$ cat src/sv/swn_pkg.sv
package swn_pkg;

   // sizes of the weight map
   localparam int MAX_LAYERS = 8;
   localparam int MAX_WIDTH = 256;
   localparam int MAX_HEIGHT = 256;

   // fixed field widths
   localparam int WEIGHT_W = 8;
   localparam int IN_LAYER_W = 3;
   localparam int POS_W = 11;
   localparam int OUT_XY_W = 8;
   localparam int MAP_DIM_W = 9;
   localparam int LCNT_REG_W = 4;
   localparam int CSR_DATA_W = 9;
   localparam int CSR_INDEX_W = 2;

   localparam int FULL_WEIGHT = 255;
   localparam int EDGE_MARGIN = 2;

   // derived widths
   localparam int LAYER_W = (MAX_LAYERS > 1) ? $clog2(MAX_LAYERS) : 1;
   localparam int LCNT_W = $clog2(MAX_LAYERS + 1);
   localparam int XW = $clog2(MAX_WIDTH);
   localparam int YW = $clog2(MAX_HEIGHT);
   localparam int ADDR_W = XW + YW;
   localparam int DEPTH = 2 ** ADDR_W;
   localparam int OTHERS_W = WEIGHT_W + LAYER_W;
   localparam int DIM_MAX = (MAX_WIDTH > MAX_HEIGHT) ? MAX_WIDTH : MAX_HEIGHT;
   localparam int CMP_W = (($clog2(DIM_MAX + 1) > POS_W) ? $clog2(DIM_MAX + 1) : POS_W) + 2;

   localparam int QUEUE_DEPTH = 2;
   localparam int QPTR_W = $clog2(QUEUE_DEPTH);

   typedef enum logic [CSR_INDEX_W-1:0] {
      CSR_MAP_WIDTH   = 2'd0,
      CSR_MAP_HEIGHT  = 2'd1,
      CSR_LAYER_COUNT = 2'd2
   } csr_index_type;

   typedef enum logic [2:0] {
      BK_CLEAR,
      BK_IDLE,
      BK_READ,
      BK_CHECK,
      BK_SCALE,
      BK_FINAL
   } back_state_type;

   typedef logic [MAX_LAYERS-1:0][WEIGHT_W-1:0] row_type;

   typedef struct packed {
      logic [LAYER_W-1:0]  layer;
      logic [XW-1:0]       x;
      logic [YW-1:0]       y;
      logic [WEIGHT_W-1:0] weight;
      logic [LCNT_W-1:0]   count;
   } item_type;

   typedef struct packed {
      logic full;
      logic empty;
   } queue_status_type;

   // floor(p / 255) for any p below 65280
   function automatic logic [WEIGHT_W-1:0] div255(input logic [2*WEIGHT_W-1:0] p);
      logic [2*WEIGHT_W:0] s;
      s = (2*WEIGHT_W+1)'(p) + (2*WEIGHT_W+1)'(1) + (2*WEIGHT_W+1)'(p[2*WEIGHT_W-1:WEIGHT_W]);
      return s[2*WEIGHT_W-1:WEIGHT_W];
   endfunction

endpackage

$ cat src/sv/swn_queue.sv
module swn_queue (
   input  logic                       clock,
   input  logic                       reset,
   input  logic                       push,
   input  swn_pkg::item_type          push_item,
   input  logic                       pop,
   output swn_pkg::item_type          pop_item,
   output swn_pkg::queue_status_type  status
);

   swn_pkg::item_type            entry_ff [swn_pkg::QUEUE_DEPTH];
   logic [swn_pkg::QPTR_W-1:0]   wr_ptr_ff, wr_ptr_in;
   logic [swn_pkg::QPTR_W-1:0]   rd_ptr_ff, rd_ptr_in;
   logic [swn_pkg::QPTR_W:0]     fill_ff, fill_in;

   always_comb begin
      wr_ptr_in = push ? wr_ptr_ff + swn_pkg::QPTR_W'(1) : wr_ptr_ff;
      rd_ptr_in = pop ? rd_ptr_ff + swn_pkg::QPTR_W'(1) : rd_ptr_ff;
      fill_in = fill_ff + (swn_pkg::QPTR_W+1)'(push) - (swn_pkg::QPTR_W+1)'(pop);
      status.full = (fill_ff == (swn_pkg::QPTR_W+1)'(swn_pkg::QUEUE_DEPTH));
      status.empty = (fill_ff == '0);
      pop_item = entry_ff[rd_ptr_ff];
   end

   always_ff @(posedge clock) begin
      if (reset) begin
         wr_ptr_ff <= '0;
         rd_ptr_ff <= '0;
         fill_ff <= '0;
      end else begin
         wr_ptr_ff <= wr_ptr_in;
         rd_ptr_ff <= rd_ptr_in;
         fill_ff <= fill_in;
      end
   end

   always_ff @(posedge clock) begin
      if (push) begin
         entry_ff[wr_ptr_ff] <= push_item;
      end
   end

endmodule

$ cat config.mk
export PLATFORM = sky130hd
export DESIGN_NAME = swn_queue
export DESIGN_NICKNAME = d
export VERILOG_FILES = /design/src/sv/swn_pkg.sv /design/src/sv/swn_queue.sv
export SDC_FILE = /design/constraint.sdc
export NUM_CORES = 1
export LEC_CHECK = 0
export ABC_AREA = 0
export BUFFER_PORTS_ARGS = -buffer_cell sky130_fd_sc_hd__buf_2
export CAP_MARGIN = 5
export CORE_MARGIN = 10
export CORE_UTILIZATION = 46
export DETAILED_ROUTE_END_ITERATION = 6
export GPL_TIMING_DRIVEN = 1
export PLACE_DENSITY = 0.79
export RECOVER_POWER = 100
export SLEW_MARGIN = 40
export SYNTH_ARGS = -nofsm -noshare
export SYNTH_HDL_FRONTEND = slang
export SYNTH_SLANG_ARGS = --single-unit
$ cat constraint.sdc
create_clock -name clock -period 2.3 [get_ports clock]
set_input_delay 0.115 -clock clock [delete_from_list [all_inputs] [get_ports clock]]
set_output_delay 0.115 -clock clock [all_outputs]
set_load 0.1 [all_outputs]
==> summary.md <==
The count of final setup violators is 0, and the cell area after synthesis is 2460 um^2. For this run, the detailed router's first-pass iteration total came to 4. Sum of routed wire segments on met1: 1920 um. Global routing finished with a remaining overflow of 0.

In this run the worst setup path begins at fill_ff[1]. The number of violations of the max-capacitance limit is 0. Clock tree synthesis inserted a total of 9 buffers. The clock reaches the later pin of the worst-skew pair after 0.33 ns. The maximum vdd drop came out at 0.628 mV. The count of buffers added on input and output ports is 67. Number of top-level pins: 68. After synthesis, the cell types taking the most area are sky130_fd_sc_hd__edfxtp_1, sky130_fd_sc_hd__mux2_2, sky130_fd_sc_hd__dfxtp_1, sky130_fd_sc_hd__buf_6, sky130_fd_sc_hd__ha_1. In this run, synthesis produced a sequential element count of 67. For the initial antenna violation count, the log shows 0. The synthesized netlist devotes 1.78% of its cell area to simple gates. The vertical die dimension is 93.1 um. After clock tree synthesis, the clock-pin slew on the worst setup and hold paths is 0.06 ns. Data arrives at the worst endpoint at 1.70 ns. The tools report the number of slew-limit violations in the final report as 0. The startpoint identified for the worst hold timing path is pop.

Ranked by instance count, the synthesized netlist is headed by sky130_fd_sc_hd__edfxtp_1, sky130_fd_sc_hd__mux2_2, sky130_fd_sc_hd__dfxtp_1, sky130_fd_sc_hd__nor2_1. The share of flip-flops with an asynchronous set or reset after synthesis was 0%; the power after layout was 3.37 mW. The mean routed wirelength per cell was 17.3 um. The floorplan has 26 rows. In this run the tightest slew margin relative to its limit is 22.4%. The net count after synthesis was 154. The critical path goes through nor2b_1, clkbuf_1. The worst setup path is captured at an output port. For the number of global-route vias before repair, the log shows 1,595. The number of buffers between clock root and the deepest sink was 2; the areal power density over the cells was 883 nW/um^2.

The post-CTS setup-driven buffer insertion count is 0, and the detailed-route DRC error count is 0. The floorplan step defined a core boundary enclosing 5140 um^2. The die is 93.1 um wide. In the final layout, the share of cells above drive strength 1 is 25.8%. The analysis attributes to cell leakage a power of 1.42 nW. The first global-routing pass estimated 8220 um of wire.

In this run the critical register-to-register path is launched from wr_ptr_ff. The netlist uses 11 different library cells. For this run, the post-layout net count is 266.

Setup repair after global routing left no endpoint under its margin. The delay contributed by the slowest stage of the critical path is 0.87 ns. Compared with the post-synthesis result, the final layout area differs by 54.9%.

Diode insertion count for antenna repair: 0. Hold violation count in the final report: 0. The top routing layer in use was met4. TritonCTS built the clock tree.

Summing over every cut layer, the via total after detailed routing is 1,396. Entering global routing, the biggest net connects 19 pins. After filler insertion, the fill cell instance count of the layout stands at 344. Most numerous cell in the Yosys netlist: sky130_fd_sc_hd__edfxtp_1.

The mux share of post-synthesis cell area was 14.2%; the part of the cycle the worst path needs was 78.8%. In this run the biggest area consumer among cell types represents 75.6% of the synthesized area. For this configuration, the core starts out at a cell density of 47.9%. Summing the areas of all compound-gate instances in the mapped netlist gives 0% of the synthesized area. The clock period could shrink to 1.81 ns.

The worst setup path is of the flop to output port kind. Of the total synthesized cell area, the portion taken by XOR and XNOR cells is 1.63%. The clock arrives with 0.00307 ns of skew.

For this design, the sink count on the clock tree is 67. Synthesis handed over a netlist of 117 instances. The biggest area contributor in the post-synthesis netlist is sky130_fd_sc_hd__edfxtp_1.

For this run, the leading register cell type out of synthesis is sky130_fd_sc_hd__edfxtp_1. The met3 wire length was 363 um; the average vias per placed instance was 4.61. After Yosys synthesis, full adders, half adders and majority gates account for 1.02% of the synthesized area.

The run finished with clean final reports. The final RePlAce weighted congestion came out at 0.658. The accumulated negative setup slack came out at 0 ns. For the pin with the worst max-slew slack, the measured transition is 1.17 ns. The number of DRC markers in iteration 0 came out at 85. Yosys mapped a number of flops with a built-in enable equal to 62. The detail route stage leaves a number of antenna-violating nets equal to 0. The tools report the number of synthesis warnings as 0. The mean instance size in the synthesized netlist came out at 21.0 um^2.

The area enclosed by the die boundary is 8680 um^2, and the count of H-tree levels built during CTS is 3. Wires add up to 5230 um. The achievable clock frequency is 552 MHz. For the required time at the endpoint of the critical path, the log shows 2.18 ns. Detailed placement ended at an HPWL of 3370 um.

The tools report the cell at the root of the clock tree as sky130_fd_sc_hd__clkbuf_8. The share of synthesized area occupied by flip-flops and latches came out at 79.7%. The slowest cell on the critical path was sky130_fd_sc_hd__clkbuf_1. In this run the worst path has a maximum fanout of 3. Pre-CTS setup slack: 0.868 ns. After synthesis, the largest family of logic cells by area is multiplexers. The path category of the worst min-delay check is input port to flop.

Routed length on met2: 2870 um. Setup slack on the critical path of the routed design comes to 0.489 ns. In the global route stage, overall resource usage came out at 12.7%.

The worst setup path is launched from a flop.
[sequential cells by signal, indices dropped and copies added (netlist names), named ones only]
register / flops
entry_ff: 62
fill_ff: 2
rd_ptr_ff: 1
wr_ptr_ff: 1
[final cells by class]
class	count	area (um^2)	share of cell area, %
Timing Repair Buffer	104	1120	29.3
Multi-Input combinational cell	45	465	12.2
Inverter	2	7.51	0.197
Sequential cell	67	1960	51.5
Tap cell	70	87.6	2.30
Clock buffer	10	128	3.35
Clock inverter	5	45.0	1.18
[stage by stage]
step / area (um^2) / util (%) / hold WS [ns] / instances
detailed placement: 3360 / 65.4 / 0.306 / 256
finish: 3810 / 74.2 / 0.0926 / 303
global route: 3810 / 74.2 / 0.104 / 303
floorplan: 2460 / - / 0.187 / 117
global placement: 3360 / 65.4 / 0.304 / 256
CTS: 3850 / 75.0 / 0.0709 / 303
[layer usage]
metal | vias to the layer above | global-route usage [%]
met5 | - | 0
met4 | 0 | 5.40
met3 | 8 | 6.24
met2 | 40 | 22.2
met1 | 673 | 12.4
li1 | 675 | -
[cell families after synthesis]
logic type,after synthesis
XOR/XNOR,3
AND/OR/NAND/NOR,9
adder cells (fa/ha/maj),2
buffers and inverters,5
multiplexers,31
flip-flops,67
[worst paths after layout]
check                                 endpoint  slack (ns)  depth (start not counted)
worst max-delay path                 status[1]        0.49                          2
worst min-delay path                      flop        0.09                          3
worst max register to register  entry_ff[1][8]        0.55                          2
worst min register to register            flop        0.54                          2
[worst max-delay path: cells and delay by family (launching register included)]
kind | cells | cell delay, ns
DFF | 1 | 0.35
buffers and inverters | 1 | 0.87
and+or+nand+nor | 1 | 0.14
[placed cells by master (no fill, tap or decap), drive strengths merged]
cell type	Yosys	routed
nor2	5	5
xnor3	1	1
dlygate4sd3	0	32
dfxtp	5	5
and2	1	1
nor2b	3	3
xnor2	2	2
edfxtp	62	62
mux2	31	31
buf	3	44
bufinv	0	1
clkbuf	0	38
inv	2	2
ha	2	2
clkinv	0	4
[where the power goes]
part           switching (mW)  internal [mW]  leakage (nW)  total (mW)
clock                   0.389          0.480        0.0863       0.869
sequential             0.0225           1.42         0.624        1.44
combinational           0.696          0.359         0.707        1.05
[repair_timing]
action | in CTS | in global routing
gates resized for setup | 0 | 0
endpoints found under the hold margin | 65 | 0
hold buffers | 32 | 0
No activity file was read; power rests on OpenSTA's default activity.
