<file path="config.mk">
export PLATFORM = sky130hd
export DESIGN_NAME = swn_front
export DESIGN_NICKNAME = d
export VERILOG_FILES = /design/src/sv/swn_pkg.sv /design/src/sv/swn_front.sv
export SDC_FILE = /design/constraint.sdc
export NUM_CORES = 1
export LEC_CHECK = 0
export ABC_AREA = 0
export BUFFER_PORTS_ARGS = -buffer_cell sky130_fd_sc_hd__buf_2
export CORE_ASPECT_RATIO = 1.2
export CORE_MARGIN = 5
export CORE_UTILIZATION = 30
export CTS_BUF_LIST = sky130_fd_sc_hd__clkbuf_16
export CTS_CLUSTER_SIZE = 20
export DETAILED_ROUTE_END_ITERATION = 12
export SLEW_MARGIN = 20
export SYNTH_ARGS = -nofsm -noshare
export SYNTH_HDL_FRONTEND = slang
export SYNTH_SLANG_ARGS = --single-unit
</file>
<file path="constraint.sdc">
create_clock -name clock -period 3.05 [get_ports clock]
set_clock_uncertainty 0.1 [all_clocks]
set_input_delay 0.61 -clock clock [delete_from_list [all_inputs] [get_ports clock]]
set_output_delay 0.61 -clock clock [all_outputs]
set_load 0.01 [all_outputs]
</file>
<file path="src/sv/swn_pkg.sv">
package swn_pkg;

   // sizes of the weight map
   localparam int MAX_LAYERS = 8;
   localparam int MAX_WIDTH = 256;
   localparam int MAX_HEIGHT = 256;

   // fixed field widths
   localparam int WEIGHT_W = 8;
   localparam int IN_LAYER_W = 3;
   localparam int POS_W = 11;
   localparam int OUT_XY_W = 8;
   localparam int MAP_DIM_W = 9;
   localparam int LCNT_REG_W = 4;
   localparam int CSR_DATA_W = 9;
   localparam int CSR_INDEX_W = 2;

   localparam int FULL_WEIGHT = 255;
   localparam int EDGE_MARGIN = 2;

   // derived widths
   localparam int LAYER_W = (MAX_LAYERS > 1) ? $clog2(MAX_LAYERS) : 1;
   localparam int LCNT_W = $clog2(MAX_LAYERS + 1);
   localparam int XW = $clog2(MAX_WIDTH);
   localparam int YW = $clog2(MAX_HEIGHT);
   localparam int ADDR_W = XW + YW;
   localparam int DEPTH = 2 ** ADDR_W;
   localparam int OTHERS_W = WEIGHT_W + LAYER_W;
   localparam int DIM_MAX = (MAX_WIDTH > MAX_HEIGHT) ? MAX_WIDTH : MAX_HEIGHT;
   localparam int CMP_W = (($clog2(DIM_MAX + 1) > POS_W) ? $clog2(DIM_MAX + 1) : POS_W) + 2;

   localparam int QUEUE_DEPTH = 2;
   localparam int QPTR_W = $clog2(QUEUE_DEPTH);

   typedef enum logic [CSR_INDEX_W-1:0] {
      CSR_MAP_WIDTH   = 2'd0,
      CSR_MAP_HEIGHT  = 2'd1,
      CSR_LAYER_COUNT = 2'd2
   } csr_index_type;

   typedef enum logic [2:0] {
      BK_CLEAR,
      BK_IDLE,
      BK_READ,
      BK_CHECK,
      BK_SCALE,
      BK_FINAL
   } back_state_type;

   typedef logic [MAX_LAYERS-1:0][WEIGHT_W-1:0] row_type;

   typedef struct packed {
      logic [LAYER_W-1:0]  layer;
      logic [XW-1:0]       x;
      logic [YW-1:0]       y;
      logic [WEIGHT_W-1:0] weight;
      logic [LCNT_W-1:0]   count;
   } item_type;

   typedef struct packed {
      logic full;
      logic empty;
   } queue_status_type;

   // floor(p / 255) for any p below 65280
   function automatic logic [WEIGHT_W-1:0] div255(input logic [2*WEIGHT_W-1:0] p);
      logic [2*WEIGHT_W:0] s;
      s = (2*WEIGHT_W+1)'(p) + (2*WEIGHT_W+1)'(1) + (2*WEIGHT_W+1)'(p[2*WEIGHT_W-1:WEIGHT_W]);
      return s[2*WEIGHT_W-1:WEIGHT_W];
   endfunction

endpackage

</file>
<file path="src/sv/swn_front.sv">
module swn_front (
   input  logic                                 clock,
   input  logic                                 reset,
   input  logic                                 start,
   input  logic                                 busy,
   input  logic [swn_pkg::IN_LAYER_W-1:0]       req_layer,
   input  logic signed [swn_pkg::POS_W-1:0]     req_pos_x,
   input  logic signed [swn_pkg::POS_W-1:0]     req_pos_y,
   input  logic [swn_pkg::WEIGHT_W-1:0]         req_weight,
   input  logic                                 csr_write_en,
   input  logic [swn_pkg::CSR_INDEX_W-1:0]      csr_index,
   input  logic [swn_pkg::CSR_DATA_W-1:0]       csr_data,
   output logic                                 push,
   output swn_pkg::item_type                    push_item
);

   logic [swn_pkg::MAP_DIM_W-1:0]  map_width_ff;
   logic [swn_pkg::MAP_DIM_W-1:0]  map_height_ff;
   logic [swn_pkg::LCNT_REG_W-1:0] layer_count_ff;

   logic [swn_pkg::CMP_W-1:0]        wd_eff, ht_eff;
   logic signed [swn_pkg::CMP_W-1:0] x_s, y_s, x_lim, y_lim;
   logic [swn_pkg::LCNT_W-1:0]       count_eff;
   logic                             x_ok, y_ok, layer_ok;

   always_ff @(posedge clock) begin
      if (reset) begin
         map_width_ff   <= swn_pkg::MAP_DIM_W'(256);
         map_height_ff  <= swn_pkg::MAP_DIM_W'(256);
         layer_count_ff <= swn_pkg::LCNT_REG_W'(1);
      end else if (csr_write_en) begin
         case (csr_index)
            swn_pkg::CSR_MAP_WIDTH: begin
               map_width_ff <= csr_data[swn_pkg::MAP_DIM_W-1:0];
            end
            swn_pkg::CSR_MAP_HEIGHT: begin
               map_height_ff <= csr_data[swn_pkg::MAP_DIM_W-1:0];
            end
            swn_pkg::CSR_LAYER_COUNT: begin
               layer_count_ff <= csr_data[swn_pkg::LCNT_REG_W-1:0];
            end
            default: begin
            end
         endcase
      end
   end

   always_comb begin
      // clamp map size to the stored area
      wd_eff = (swn_pkg::CMP_W'(map_width_ff) > swn_pkg::CMP_W'(swn_pkg::MAX_WIDTH))
               ? swn_pkg::CMP_W'(swn_pkg::MAX_WIDTH) : swn_pkg::CMP_W'(map_width_ff);
      ht_eff = (swn_pkg::CMP_W'(map_height_ff) > swn_pkg::CMP_W'(swn_pkg::MAX_HEIGHT))
               ? swn_pkg::CMP_W'(swn_pkg::MAX_HEIGHT) : swn_pkg::CMP_W'(map_height_ff);
      x_lim = signed'(wd_eff - swn_pkg::CMP_W'(swn_pkg::EDGE_MARGIN));
      y_lim = signed'(ht_eff - swn_pkg::CMP_W'(swn_pkg::EDGE_MARGIN));
      x_s = swn_pkg::CMP_W'(req_pos_x);
      y_s = swn_pkg::CMP_W'(req_pos_y);
      x_ok = !x_s[swn_pkg::CMP_W-1] && (x_s < x_lim);
      y_ok = !y_s[swn_pkg::CMP_W-1] && (y_s < y_lim);

      count_eff = ((swn_pkg::LCNT_W + swn_pkg::LCNT_REG_W)'(layer_count_ff) >
                   (swn_pkg::LCNT_W + swn_pkg::LCNT_REG_W)'(swn_pkg::MAX_LAYERS))
                  ? swn_pkg::LCNT_W'(swn_pkg::MAX_LAYERS) : swn_pkg::LCNT_W'(layer_count_ff);
      layer_ok = (count_eff != '0) &&
                 ((swn_pkg::LCNT_W + swn_pkg::IN_LAYER_W)'(req_layer) <
                  (swn_pkg::LCNT_W + swn_pkg::IN_LAYER_W)'(count_eff));

      push = start && !busy && x_ok && y_ok && layer_ok;

      push_item.layer  = swn_pkg::LAYER_W'(req_layer);
      push_item.x      = swn_pkg::XW'(x_s);
      push_item.y      = swn_pkg::YW'(y_s);
      push_item.weight = req_weight;
      push_item.count  = count_eff;
   end

endmodule

</file>
==> impl_metrics.py, run 1 <==
metrics = {
    "timing": {
        "worstMarginPinSlew_ps": 601,
        "achievable_clock_frequency_mhz": 314,
        "post-route-period-util": 1.04,
        "setup_tns_ps": -131,
        "layout_min_cycle_time_ps": 3180,
        "rsz0062_at_grt": "yes",
        "setup_viol_count_final": 1,
        "slew_viol_final": 0,
        "hold_viol_final": 0,
        "worst_slack_ps": -131,
        "relSlewSlack": 0.598,
    },
    "cts": {
        "cts.path.max_buffers": 2,
        "cts_hold_buf": 0,
        "depth_of_the_cts_h_tree": 1,
        "clk_latency_ps": 250,
        "cts.sink_count": 22,
        "cts_inserted_buffers": 3,
        "cts_tree": "done",
        "master_cell_of_the_clock_root_buffer": "sky130_fd_sc_hd__clkbuf_16",
        "clkTransAtPathRegs_ps": 60,
    },
    "synth": {
        "async_flop_share": 0,
        "ys.warnings.count": 0,
        "synth-compound-area-share": 0.126,
        "synthAdderAreaFrac": 0.158,
        "dominantRegCellSynth": "sky130_fd_sc_hd__dfxtp_1",
        "synth_enable_flop_cells": 0,
        "synth_mux_area_frac": 0.0954,
        "post_synth_num_cell_types": 42,
        "ys_seq_area_frac": 0.232,
        "share_of_synthesized_cell_area_in_and_or_nand_and_nor_gates": 0.223,
        "synth.ff_latch_count": 22,
        "synth_top_family_by_area": "simple AND/OR/NAND/NOR gates",
        "syn-mean-instance-area_um2": 8.53,
        "synth_fp_nets": 296,
        "synthXorXnorAreaFrac": 0.0276,
        "netlist_instances": 223,
        "synthesized_area_mm2": 0.00190,
    },
    "floorplan": {
        "initial_core_utilization": 0.312,
        "die_w_um": 82.7,
        "die_area_mm2": 0.00804,
        "core_box_area_mm2": 0.00609,
        "floorplan.die.height_um": 97.2,
        "num_io_pins": 81,
        "core.rowCount": 31,
    },
    "power": {
        "p_int_mw": 0.571,
        "vdd.ir_drop.worst_mv": 0.157,
        "power_switching_share": 0.268,
        "combPwrFrac": 0.251,
        "power.sequential.fraction": 0.396,
        "switchingPower_mw": 0.209,
        "report.power.total_mw": 0.780,
        "p_leak_nw": 1.16,
        "clock_power_share": 0.353,
        "power_density_mw_per_mm2": 327,
    },
    "hold_path": {
        "timing.hold.worst_path_depth": 2,
        "hold-path-endpoint": "map_height_ff[0]",
        "worst_hold_startpoint": "map_height_ff[0]",
        "hold_path_class": "reg2reg",
    },
    "final_layout": {
        "fin_cells": 354,
        "num-nets-final": 346,
        "most-common-layout-cells": "sky130_fd_sc_hd__buf_2, sky130_fd_sc_hd__nor2_1, sky130_fd_sc_hd__ha_1",
        "layout.cells.most_common": "sky130_fd_sc_hd__buf_2",
        "post_route_cells_drive_above_1_share": 0.375,
        "area_overhead_vs_synth_pct": 25.3,
        "antenna-diode-count": 0,
        "fin_area_mm2": 0.00238,
    },
    "drt": {
        "drt_iter0_drc": 29,
        "avgRoutedWirePerCell_um": 12.5,
        "num_vias": 1655,
        "first_pass_iters": 4,
        "number_of_routed_nets_with_antenna_violations": 0,
        "wl_um": 4410,
        "vias_per_cell": 4.68,
        "drt_drc": 0,
    },
    "worst_setup_path": {
        "cp_max_fo": 4,
        "worst-endpoint-arrival_ps": 2470,
        "worst_setup_path_end_kind": "output port",
        "timing_worst_setup_path_type": "reg2out",
        "regToRegSetupSlack_ps": 2110,
        "rr_endpoint": "map_width_ff[5]",
        "critical_path.reg2reg.startpoint": "map_width_ff[5]",
        "worst_setup_path_start_kind": "flip-flop",
        "critPathRequiredTime_ps": 2340,
        "worstRegToRegCells": 5,
    },
    "global_routing": {
        "total_global_route_track_usage": 0.111,
        "grtUsageMet1": 0.135,
        "vias_in_the_first_global_route": 1594,
        "maximum_number_of_pins_on_one_net_before_global_route_repair": 23,
        "globalRoute.totalOverflow": 0,
        "grt-busiest-layer": "met2",
        "first_pass_grt_wire_length_um": 7140,
        "global_route.usage.met3": 0.0139,
        "antenna_found_initial": 0,
        "grtUsageMet2": 0.201,
    },
    "job": {
        "timing.max_cap.violations": 0,
    },
    "outcome": {
        "violations": "setup timing",
        "run_status": "complete, but fails checks",
    },
    "placed_design": {
        "buffer_ports.inserted": 64,
        "placedCellCount": 349,
        "globalplace.congestion": 0.783,
        "dpl-instance-area_mm2": 0.00220,
        "dpl.hpwl_um": 3640,
    },
}
==> what timing repair did <==
item / in CTS / in global routing
setup buffers: 1 / 0
pin swaps: 8 / 1
gates resized for setup: 16 / 3
endpoints found under the setup margin: 1 / 1
==> metal layers <==
| metal | routed length [µm] | part of all wire |
|---|---|---|
| met5 | 0 | 0 |
| met4 | 51 | 0.012 |
| met3 | 180 | 0.041 |
| met2 | 2340 | 0.53 |
| met1 | 1840 | 0.42 |
==> power by group through the flow <==
stage                     clock (mW)  combinational (mW)  sequential (mW)
final                          0.275               0.196            0.309
after global routing           0.299               0.221            0.310
after CTS                      0.283               0.197            0.308
after detailed placement           0               0.185            0.313
after global placement             0               0.182            0.313
after floorplan                    0               0.134            0.312
==> cell families (layout without fill, tap and decap cells) <==
| kind of cell | count (synthesis) | in the layout |
|---|---|---|
| AOI/OAI and AO/OA | 33 | 33 |
| xor gates and xnor gates | 6 | 6 |
| buffers and inverters | 43 | 92 |
| adders and majority gates | 24 | 24 |
| and+or+nand+nor | 77 | 77 |
| muxes | 18 | 18 |
| DFF | 22 | 22 |
==> registers in the layout (all words and copies together), names as in the netlist <==
signal / flops
map_height_ff: 9
layer_count_ff: 4
map_width_ff: 9
==> how the worst max path moves through the flow <==
stage	from	to	cells after the start
2_1_floorplan	map_height_ff[8]	push	11
5_1_grt	map_height_ff[8]	push	11
4_1_cts	map_height_ff[8]	push	11
3_5_place_dp	map_width_ff[4]	push	9
3_3_place_gp	map_width_ff[4]	push	9
6_report	map_height_ff[8]	push	11
==> worst max-delay path, stage by stage (launching register included) <==
cell	delay, ps
sky130_fd_sc_hd__dfxtp_2	330
sky130_fd_sc_hd__nand2b_4	150
sky130_fd_sc_hd__ha_4	170
sky130_fd_sc_hd__nor2b_1	140
sky130_fd_sc_hd__a31oi_1	160
sky130_fd_sc_hd__o21ai_1	100
sky130_fd_sc_hd__ha_2	170
sky130_fd_sc_hd__a21o_1	160
sky130_fd_sc_hd__a2111oi_2	300
sky130_fd_sc_hd__o221ai_1	160
sky130_fd_sc_hd__nor4_2	220
sky130_fd_sc_hd__buf_2	170
==> metrics by stage <==
step	hold slack, ps	util	setup slack [ps]
3_5_place_dp	375	0.361	-58.0
5_1_grt	438	0.391	-292
2_1_floorplan	346	-	30.4
3_3_place_gp	366	0.361	24.1
6_report	385	0.391	-131
4_1_cts	390	0.388	-130
==> cells in the mapped netlist, types with 2 or more instances <==
library cell	n	area share
sky130_fd_sc_hd__a211o_1	3	0.014
sky130_fd_sc_hd__a21o_1	3	0.012
sky130_fd_sc_hd__a21oi_1	7	0.018
sky130_fd_sc_hd__a31oi_1	2	0.0066
sky130_fd_sc_hd__buf_4	27	0.11
sky130_fd_sc_hd__clkbuf_1	6	0.012
sky130_fd_sc_hd__dfxtp_1	22	0.23
sky130_fd_sc_hd__ha_1	24	0.16
sky130_fd_sc_hd__inv_1	9	0.018
sky130_fd_sc_hd__mux2i_1	17	0.089
sky130_fd_sc_hd__nand2_1	7	0.014
sky130_fd_sc_hd__nand2b_1	6	0.020
sky130_fd_sc_hd__nand3b_1	4	0.016
sky130_fd_sc_hd__nand4_1	3	0.0099
sky130_fd_sc_hd__nor2_1	31	0.061
sky130_fd_sc_hd__nor2b_1	8	0.026
sky130_fd_sc_hd__nor3_1	6	0.016
sky130_fd_sc_hd__nor3b_1	2	0.0079
sky130_fd_sc_hd__nor4b_1	2	0.0092
sky130_fd_sc_hd__o21a_1	5	0.020
sky130_fd_sc_hd__o21ai_1	3	0.0079
sky130_fd_sc_hd__or4b_1	2	0.011
sky130_fd_sc_hd__xnor2_1	4	0.018
sky130_fd_sc_hd__xor2_1	2	0.0092
==> layout make-up <==
cell class,instances,area [µm²]
fillers,632,3710
multi-input cells,158,1290
flip-flops and latches,22,444
repair buffers,79,433
well taps,82,103
clock buffers,3,75.1
inverters,9,33.8
clock inverters,1,3.75
Note: power is estimated with default switching activity, not from simulation.
==> run 2: changes to the inputs <==
--- a/config.mk
+++ b/config.mk
@@ -13,6 +13,7 @@
 export CTS_BUF_LIST = sky130_fd_sc_hd__clkbuf_16
 export CTS_CLUSTER_SIZE = 20
 export DETAILED_ROUTE_END_ITERATION = 12
+export RECOVER_POWER = 25
 export SLEW_MARGIN = 20
 export SYNTH_ARGS = -nofsm -noshare
 export SYNTH_HDL_FRONTEND = slang
==> impl_metrics.py, run 2 (synthesis results as in run 1) <==
metrics = {
    "placed_design": {
        "placedCellCount": 349,
        "buffer_ports.inserted": 64,
        "dpl.hpwl_um": 3640,
        "globalplace.congestion": 0.783,
    },
    "global_routing": {
        "vias_in_the_first_global_route": 1594,
        "antenna_found_initial": 0,
        "maximum_number_of_pins_on_one_net_before_global_route_repair": 23,
        "first_pass_grt_wire_length_um": 7140,
        "globalRoute.totalOverflow": 0,
        "total_global_route_track_usage": 0.111,
    },
    "power": {
        "report.power.total_mw": 0.780,
        "vdd.ir_drop.worst_mv": 0.157,
        "p_leak_nw": 1.15,
        "power_density_mw_per_mm2": 328,
    },
    "floorplan": {
        "core.rowCount": 31,
        "num_io_pins": 81,
        "core_box_area_mm2": 0.00609,
        "die_w_um": 82.7,
        "initial_core_utilization": 0.312,
        "floorplan.die.height_um": 97.2,
        "die_area_mm2": 0.00804,
    },
    "worst_setup_path": {
        "critical_path.reg2reg.startpoint": "map_width_ff[5]",
        "cp_max_fo": 4,
        "worstRegToRegCells": 5,
        "worst_setup_path_start_kind": "flip-flop",
        "timing_worst_setup_path_type": "reg2out",
        "regToRegSetupSlack_ps": 2080,
        "critPathRequiredTime_ps": 2340,
        "worst-endpoint-arrival_ps": 2470,
        "rr_endpoint": "map_width_ff[5]",
        "worst_setup_path_end_kind": "output port",
    },
    "timing": {
        "rsz0062_at_grt": "yes",
        "post-route-period-util": 1.04,
        "worstMarginPinSlew_ps": 701,
        "layout_min_cycle_time_ps": 3180,
        "setup_viol_count_final": 1,
        "slew_viol_final": 0,
        "worst_slack_ps": -131,
        "hold_viol_final": 0,
        "relSlewSlack": 0.533,
        "achievable_clock_frequency_mhz": 314,
    },
    "final_layout": {
        "multi_input_area_mm2": 0.00129,
        "area_overhead_vs_synth_pct": 25.0,
        "biggestRegsByFlops": "map_height_ff x9, map_width_ff x9, layer_count_ff x4",
        "num-nets-final": 346,
        "most-common-layout-cells": "sky130_fd_sc_hd__buf_2, sky130_fd_sc_hd__nor2_1, sky130_fd_sc_hd__ha_1",
        "fillerInstances": 634,
        "layout.cells.most_common": "sky130_fd_sc_hd__buf_2",
        "antenna-diode-count": 0,
        "fin_cells": 354,
        "seqCellArea_um2": 444,
        "post_route_cells_drive_above_1_share": 0.368,
    },
    "drt": {
        "avgRoutedWirePerCell_um": 12.5,
        "number_of_routed_nets_with_antenna_violations": 0,
        "wl_um": 4430,
        "num_vias": 1664,
        "first_pass_iters": 4,
        "drt_drc": 0,
        "vias_per_cell": 4.70,
        "drt_iter0_drc": 29,
    },
    "cts": {
        "clkTransAtPathRegs_ps": 60,
        "cts.path.max_buffers": 2,
        "cts_inserted_buffers": 3,
        "clk_latency_ps": 250,
        "cts_tree": "done",
        "depth_of_the_cts_h_tree": 1,
        "cts_hold_buf": 0,
        "cts.sink_count": 22,
        "master_cell_of_the_clock_root_buffer": "sky130_fd_sc_hd__clkbuf_16",
    },
    "job": {
        "timing.max_cap.violations": 0,
    },
    "outcome": {
        "violations": "setup timing",
        "run_status": "complete, but fails checks",
    },
    "hold_path": {
        "hold-path-endpoint": "map_height_ff[0]",
        "timing.hold.worst_path_depth": 2,
        "worst_hold_startpoint": "map_height_ff[0]",
        "hold_path_class": "reg2reg",
    },
}
run 2: timing repair:
action                                 in CTS  in global routing
setup endpoints to repair                   1                  1
pin swaps                                   8                  1
gates resized for setup                    16                  3
setup buffers                               1                  0
endpoints found under the hold margin       0                  0
run 2: layout make-up:
cell class | count | area share
Tap cell | 82 | 0.0432
Clock inverter | 1 | 0.00158
Timing Repair Buffer | 79 | 0.180
Inverter | 9 | 0.0142
Multi-Input combinational cell | 158 | 0.543
Clock buffer | 3 | 0.0316
Sequential cell | 22 | 0.187
run 2: power by group:
| group | internal (mW) | switching [mW] | total [mW] |
|---|---|---|---|
| Clock | 0.175 | 0.101 | 0.275 |
| Sequential | 0.298 | 0.0102 | 0.309 |
| Combinational | 0.0973 | 0.0985 | 0.196 |
| Total | 0.571 | 0.209 | 0.780 |
run 2: worst max path at each step:
stage / to / slack (ps) / from
final: push / -130 / map_height_ff[8]
after CTS: push / -130 / map_height_ff[8]
after global routing: push / -290 / map_height_ff[8]
after detailed placement: push / -60 / map_width_ff[4]
after floorplan: push / 30 / map_height_ff[8]
after global placement: push / 20 / map_width_ff[4]
run 2: worst max-delay path, cell delays in order (launching register included):
cell                        delay (ps)
sky130_fd_sc_hd__dfxtp_2           330
sky130_fd_sc_hd__nand2b_4          150
sky130_fd_sc_hd__ha_4              170
sky130_fd_sc_hd__nor2b_1           140
sky130_fd_sc_hd__a31oi_1           160
sky130_fd_sc_hd__o21ai_1           100
sky130_fd_sc_hd__ha_2              170
sky130_fd_sc_hd__a21o_1            160
sky130_fd_sc_hd__a2111oi_2         300
sky130_fd_sc_hd__o221ai_1          160
sky130_fd_sc_hd__nor4_2            220
sky130_fd_sc_hd__buf_2             170
run 2: per-layer routing:
metal | routed length, µm | global-route usage
met1 | 1870 | 0.135
met2 | 2330 | 0.201
met3 | 171 | 0.0139
met4 | 51 | 0.0264
met5 | 0 | 0
run 2: metrics by stage:
step                setup slack [ps]  area (µm²)  hold slack, ps  TNS (ps)  utilization
floorplan                       30.4        1900             346         0            -
global placement                24.1        2200             366         0        0.361
detailed placement             -58.0        2200             375     -58.0        0.361
CTS                             -130        2360             390      -130        0.388
global route                    -292        2380             439      -292        0.390
finish                          -131        2380             385      -131        0.390
